`src/design/tcw_pkg.sv`:
```
// ----------------------------------------------------------------------------
// tcw_pkg
// constants, types and helpers for the text console writer
// ----------------------------------------------------------------------------
package tcw_pkg;

    localparam int COLUMNS    = 80;
    localparam int ROWS       = 25;
    localparam int CELL_COUNT = COLUMNS * ROWS;
    localparam int USABLE_END = (ROWS - 1) * COLUMNS;
    localparam int ADDR_W     = $clog2(CELL_COUNT);
    localparam int COL_W      = $clog2(COLUMNS);

    localparam int CHAR_W     = 8;
    localparam int ATTR_W     = 8;
    localparam int CELL_W     = 16;
    localparam int IDX_W      = 11;
    localparam int CURSOR_W   = 11;

    localparam logic [ATTR_W-1:0] ATTR_RESET   = 8'h0A;
    localparam logic [CHAR_W-1:0] CH_NEWLINE   = 8'h0A;
    localparam logic [CHAR_W-1:0] CH_BACKSPACE = 8'h08;
    localparam logic [CHAR_W-1:0] CH_SPACE     = 8'h20;

    localparam logic OP_PUT  = 1'b0;
    localparam logic OP_READ = 1'b1;

    typedef enum logic [3:0] {
        S_CLEAR,
        S_IDLE,
        S_DECODE,
        S_RD_DATA,
        S_CHECK,
        S_COPY,
        S_COPY_TAIL,
        S_CLEAR_ROW,
        S_MARK,
        S_DONE
    } t_state;

    typedef enum logic [3:0] {
        DP_NONE,
        DP_INIT,
        DP_LATCH,
        DP_RD_ISSUE,
        DP_RD_CAPTURE,
        DP_PUT,
        DP_COPY_START,
        DP_COPY,
        DP_COPY_TAIL,
        DP_CLEAR,
        DP_MARK,
        DP_EMIT
    } t_dp_op;

    typedef struct packed {
        logic init_last;
        logic is_read;
        logic need_scroll;
        logic copy_last;
        logic clear_last;
        logic out_free;
    } t_dp_status;

    function automatic logic [CELL_W-1:0] make_cell(input logic [ATTR_W-1:0] attr,
                                                    input logic [CHAR_W-1:0] ch);
        return {attr, ch};
    endfunction

endpackage

```
`src/design/tcw_ctrl.sv`:
```
// ----------------------------------------------------------------------------
// tcw_ctrl
// sequencing state machine: clear pass, decode, read, put, scroll, emit
// ----------------------------------------------------------------------------
module tcw_ctrl (
    input  logic               i_clk,
    input  logic               i_rst_n,
    input  logic               i_valid,
    output logic               o_stall,
    input  tcw_pkg::t_dp_status i_status,
    output tcw_pkg::t_dp_op     o_cmd
);
    import tcw_pkg::*;

    t_state r_state;
    t_state n_state;

    always_ff @(posedge i_clk) begin
        if (!i_rst_n) begin
            r_state <= S_CLEAR;
        end else begin
            r_state <= n_state;
        end
    end

    always_comb begin
        n_state = r_state;
        o_cmd   = DP_NONE;
        o_stall = 1'b1;
        case (r_state)
            S_CLEAR: begin
                o_cmd = DP_INIT;
                if (i_status.init_last) begin
                    n_state = S_IDLE;
                end
            end
            S_IDLE: begin
                o_stall = 1'b0;
                if (i_valid) begin
                    o_cmd   = DP_LATCH;
                    n_state = S_DECODE;
                end
            end
            S_DECODE: begin
                if (i_status.is_read) begin
                    o_cmd   = DP_RD_ISSUE;
                    n_state = S_RD_DATA;
                end else begin
                    o_cmd   = DP_PUT;
                    n_state = S_CHECK;
                end
            end
            S_RD_DATA: begin
                o_cmd   = DP_RD_CAPTURE;
                n_state = S_DONE;
            end
            S_CHECK: begin
                if (i_status.need_scroll) begin
                    o_cmd   = DP_COPY_START;
                    n_state = S_COPY;
                end else begin
                    o_cmd   = DP_MARK;
                    n_state = S_DONE;
                end
            end
            S_COPY: begin
                o_cmd = DP_COPY;
                if (i_status.copy_last) begin
                    n_state = S_COPY_TAIL;
                end
            end
            S_COPY_TAIL: begin
                o_cmd   = DP_COPY_TAIL;
                n_state = S_CLEAR_ROW;
            end
            S_CLEAR_ROW: begin
                o_cmd = DP_CLEAR;
                if (i_status.clear_last) begin
                    n_state = S_MARK;
                end
            end
            S_MARK: begin
                o_cmd   = DP_MARK;
                n_state = S_DONE;
            end
            S_DONE: begin
                if (i_status.out_free) begin
                    o_cmd   = DP_EMIT;
                    n_state = S_IDLE;
                end
            end
            default: begin
                n_state = S_CLEAR;
            end
        endcase
    end

endmodule

```
`config.mk`:
```
export PLATFORM = sky130hd
export DESIGN_NAME = tcw_ctrl
export DESIGN_NICKNAME = d
export VERILOG_FILES = /design/src/design/tcw_pkg.sv /design/src/design/tcw_ctrl.sv
export SDC_FILE = /design/constraint.sdc
export NUM_CORES = 1
export LEC_CHECK = 0
export BUFFER_PORTS_ARGS = -buffer_cell sky130_fd_sc_hd__buf_2
export CAP_MARGIN = 20
export CORE_AREA = 2 2 39 41
export CTS_CLUSTER_SIZE = 20
export DETAILED_ROUTE_END_ITERATION = 12
export DIE_AREA = 0 0 41 43
export SETUP_SLACK_MARGIN = 0.02
export SLEW_MARGIN = 30
export SYNTH_ARGS = -nofsm -noshare
export SYNTH_HDL_FRONTEND = slang
export SYNTH_SLANG_ARGS = --single-unit
```
`constraint.sdc`:
```
create_clock -name i_clk -period 3.13 [get_ports i_clk]
set_input_delay 0.313 -clock i_clk [delete_from_list [all_inputs] [get_ports i_clk]]
set_output_delay 0.313 -clock i_clk [all_outputs]
set_load 0.01 [all_outputs]
```
# Word level (Yosys, flattened, before mapping)
# Index checks and enable logic that the tools add are counted.
totals:
  regBits: 4
op_classes:
  n_mux: 14
  reduce_logical: 3
  eq_ne: 14
op_table:
  columns: ["operator", "n"]
  rows:
  - ["4-bit case mux with 10 select lines", 1]
  - ["4-bit case mux with 9 select lines", 1]
  - ["4-bit 2-to-1 mux", 8]
  - ["4-bit by 3-bit == test with 1-bit output, second input constant", 4]
  - ["2-bit != test, second input constant", 5]
  - ["4-bit by 2-bit == test with 1-bit output, second input constant", 2]
  - ["4-bit == test, second input constant", 2]
  - ["3-bit 2-to-1 mux", 2]
  - ["5-bit AND reduction", 1]
  - ["4-bit by 1-bit == test with 1-bit output, second input constant", 1]
  - ["4-bit logical NOT", 1]
  - ["2-bit 2-to-1 mux", 1]
  - ["2-bit OR reduction", 1]
  - ["1-bit 2-to-1 mux", 1]

# Depth between registers and ports, before layout
depth:
  depth_word: 3
  depth_mapped: 5
  depth_no_buf: 4

# Worst setup path before layout
# No wires, ideal clock.
synth_timing:
  path_type: "register to output"
  start: "register r_state[0]"
  end: "output o_cmd[1]"
  arrival_ps: 1062
  n_path_buf: 1
  t_required_ps: 2817
  setup_slack_ps: 1755
  path_stages_with_launch: 6
  path_cell_list: "dfxtp_1 buf_2 nand2b_1 o21ai_0 nand2_1 o21ai_0"
synth_via:
  elab_chain_cells: 2
  word_cells_on_any_way: 11
  cone_classes: "eq/ne (9); mux (1); reduce/logical (1)"
synth_lines:
  columns: ["item", "line", "rtl"]
  rows:
  - ["start: declaration", "tcw_ctrl.sv:15", "t_state r_state;"]
  - ["start signal: assignment", "tcw_ctrl.sv:22", "r_state <= n_state;"]
  - ["4-bit == test (tied with other cells)", "tcw_ctrl.sv:30", "case (r_state)"]
  - ["4-bit case mux with 10 select lines (*)", "tcw_ctrl.sv:30", null]
  - ["end: declaration", "tcw_ctrl.sv:11", "output tcw_pkg::t_dp_op o_cmd"]
# Every way passes the cells marked *; elsewhere a longest branch is shown, timed or not.

# Worst setup path in the final report
layout_timing:
  start: "register r_state[2]"
  end: "output o_cmd[3]"
# Same word-level chain as after synthesis.

==> results.py <==
metrics = {
    "outcome": {
        "status": "completed",
    },
    "placement": {
        "pre_cts_ws_ps": 1600,
        "place.port_buffers": 13,
        "hpwl_um": 794,
        "gp_congestion": 0.767,
    },
    "setup_path": {
        "worstSetupPathType": "reg -> out",
        "crit_family": "flip-flops",
        "path_cells": "or2b_2, o21ai_0, buf_2",
        "rrSetupSlack_ps": 1610,
        "r2r_start": "r_state[2]$_SDFFE_PN0P_",
        "r2r_end": "r_state[0]$_SDFFE_PN0P_",
        "startpoint": "r_state[2]$_SDFFE_PN0P_",
        "endpoint": "o_cmd[3]",
        "rr_worst_depth": 4,
        "crit_cells": 3,
        "cp.required_ps": 2820,
        "start_kind": "flip-flop",
        "cpPeakStageDelay_ps": 570,
        "crit_path_end_kind": "output pin",
        "worst_path_max_delay_cell": "dfxtp_1",
        "cp_max_fo": 15,
        "cp_data_arrival_time_ps": 1450,
        "path_buf_inv": 1,
    },
    "power": {
        "combPwrFrac_pct": 57.1,
        "clockPowerShare_pct": 14.2,
        "powerDensity_nw_per_um2": 861,
        "vdd_ir_drop_max_uv": 343,
        "p_sw_share_pct": 46.3,
        "switchingPower_mw": 0.200,
        "share_seq_of_total_power_pct": 28.6,
        "p_leak_nw": 0.219,
        "intPower_mw": 0.233,
    },
    "routing": {
        "drt-initial-drc-count": 10,
        "firstDrtPassIters": 4,
        "drtAntennaViolNets": 0,
        "route.detailed.drc": 0,
        "vias_per_cell": 5.30,
        "wl_per_cell_um": 11.5,
        "drt_wl_total_mm": 1.06,
        "vias": 488,
    },
    "logic_synthesis": {
        "synth_cells": 64,
        "ys_types": 29,
        "synthArstFlopShare_pct": 0,
        "synth.avg_cell_area_um2": 6.63,
        "synth_warnings": 0,
        "netlist_area_um2": 424,
        "ys_dominant_reg_cell": "dfxtp_1",
        "yosysSeqAreaShare_pct": 18.9,
        "synth_area_leaders": "dfxtp_1 19%, nor2_1 9.7%, nand2_1 6.2%",
        "yosysTopAreaCell": "dfxtp_1",
        "synth_common_cells": "11 x nor2_1, 7 x nand2_1, 5 x o21ai_0, 4 x a21oi_1, 4 x dfxtp_1",
        "yosysMostFrequentCell": "nor2_1",
        "synth-seq-cells": 4,
        "synth_edf_count": 0,
        "synth_top_area_share_pct": 18.9,
        "syn-num-nets": 73,
    },
    "floorplanning": {
        "fp.dieW_um": 41,
        "dieArea_um2": 1760,
        "start_util_pct": 30.7,
        "core.rowCount": 14,
        "die_h_um": 43,
        "ios": 14,
        "design.core.area_um2": 1380,
    },
    "final_layout": {
        "largest_register": "r_state",
        "multi_input_area_um2": 304,
        "nFillCells": 153,
        "largest_reg_flops": 4,
        "layout.area.seq_um2": 80.1,
        "area_growth_pct": 18.6,
        "reg.largest.list": "r_state (4)",
        "drive_gt1_share_pct": 23.7,
        "nets": 87,
        "antenna_cells": 0,
    },
    "global_routing": {
        "first_global_vias": 383,
        "track_usage_pct": 12.9,
        "grt_pass1_wl_mm": 1.57,
        "gr-total-overflow": 0,
        "grt_max_degree": 17,
        "antenna_found_initial": 0,
    },
    "sta": {
        "slew-limit-headroom_pct": 62.4,
        "fin_crit_sh_pct": 56.4,
        "min_period_ps": 1760,
        "finalSetupViolations": 0,
        "rsz0062_at_grt": "false",
        "tns_ps": 0,
        "worst_slew_pin_slew_ps": 549,
        "hold_violations": 0,
        "holdWs_ps": 370,
        "skew_ps": 1.90,
        "finalMaxSlewViolations": 0,
        "fin_ws_ps": 1370,
        "fmax_mhz": 567,
    },
    "clock_tree": {
        "cts_buffer_depth": 2,
        "clk_pin_slew_ps": 40,
        "cts.htree.levels": 1,
        "root_buffer": "clkbuf_4",
        "cts_tree": "built",
        "post_cts_resized": 0,
        "postCtsSetupBuffers": 0,
        "cts_made_buffers": 3,
        "worstSkewPairLatency_ps": 230,
        "clock_sinks": 4,
        "holdBufCountCts": 0,
    },
    "job": {
        "drv_cap": 0,
    },
    "worst_hold_path": {
        "hp-class": "in -> reg",
        "holdCritStartpoint": "i_rst_n",
    },
}
-- worst min path at each step --
| stage | cells past startpoint | endpoint |
|---|---|---|
| global route | 2 | r_state[0]$_SDFFE_PN0P_ |
| finish | 2 | r_state[0]$_SDFFE_PN0P_ |
| floorplan | 1 | r_state[2]$_SDFFE_PN0P_ |
| global placement | 2 | r_state[0]$_SDFFE_PN0P_ |
| detailed placement | 2 | r_state[2]$_SDFFE_PN0P_ |
| CTS | 2 | r_state[0]$_SDFFE_PN0P_ |
-- per-stage QoR --
stage	util [%]	total power, mW	cells	area (um^2)
6_report	36.3	0.433	92	503
5_1_grt	36.3	0.477	92	503
4_1_cts	36.3	0.438	92	503
3_5_place_dp	34.7	0.370	89	480
3_3_place_gp	34.7	0.373	89	480
2_1_floorplan	-	0.315	64	424
-- layer usage --
layer	vias up	GRT usage (%)	share of wire, %	wire, um
met1	227	16.1	45	478
met2	11	19.7	50	524
met3	0	1.57	5.2	55
met4	0	8.00	0	0
li1	250	-	-	-
met5	-	0	0	0
-- placed cells by master (no fill, tap or decap), drive strengths merged --
master / n
buf: 13
nor2: 11
nand2: 7
o21ai: 5
a21oi: 4
dfxtp: 4
inv: 3
clkbuf: 3
nand3b: 2
nor2b: 2
and2b: 2
o22ai: 2
nor3: 2
o211ai: 2
or2b: 2
nand2b: 1
a31oi: 1
a211o: 1
a21o: 1
a22o: 1
o2111ai: 1
nand4b: 1
nor3b: 1
or2: 1
o31a: 1
a2111oi: 1
o21a: 1
-- cell type report --
cell class                      instances  area share (%)
Clock buffer                            3            4.48
Inverter                                3            2.24
Multi-Input combinational cell         53            60.4
Sequential cell                         4            15.9
Tap cell                               16            3.98
Timing Repair Buffer                   13            12.9
-- power groups by stage --
stage               sequential (mW)  clock, mW  combinational (mW)
detailed placement            0.123          0               0.247
finish                        0.124     0.0617               0.247
global placement              0.124          0               0.249
CTS                           0.122     0.0663               0.249
floorplan                    0.0832          0               0.232
global route                  0.131     0.0683               0.278
-- cell families after synthesis --
| kind of cell | synth area share (%) |
|---|---|
| buffers and inverters | 9.44 |
| and+or+nand+nor | 38.9 |
| AOI/OAI and AO/OA | 32.7 |
| DFF | 18.9 |
Power figures use the tool's default switching activity.
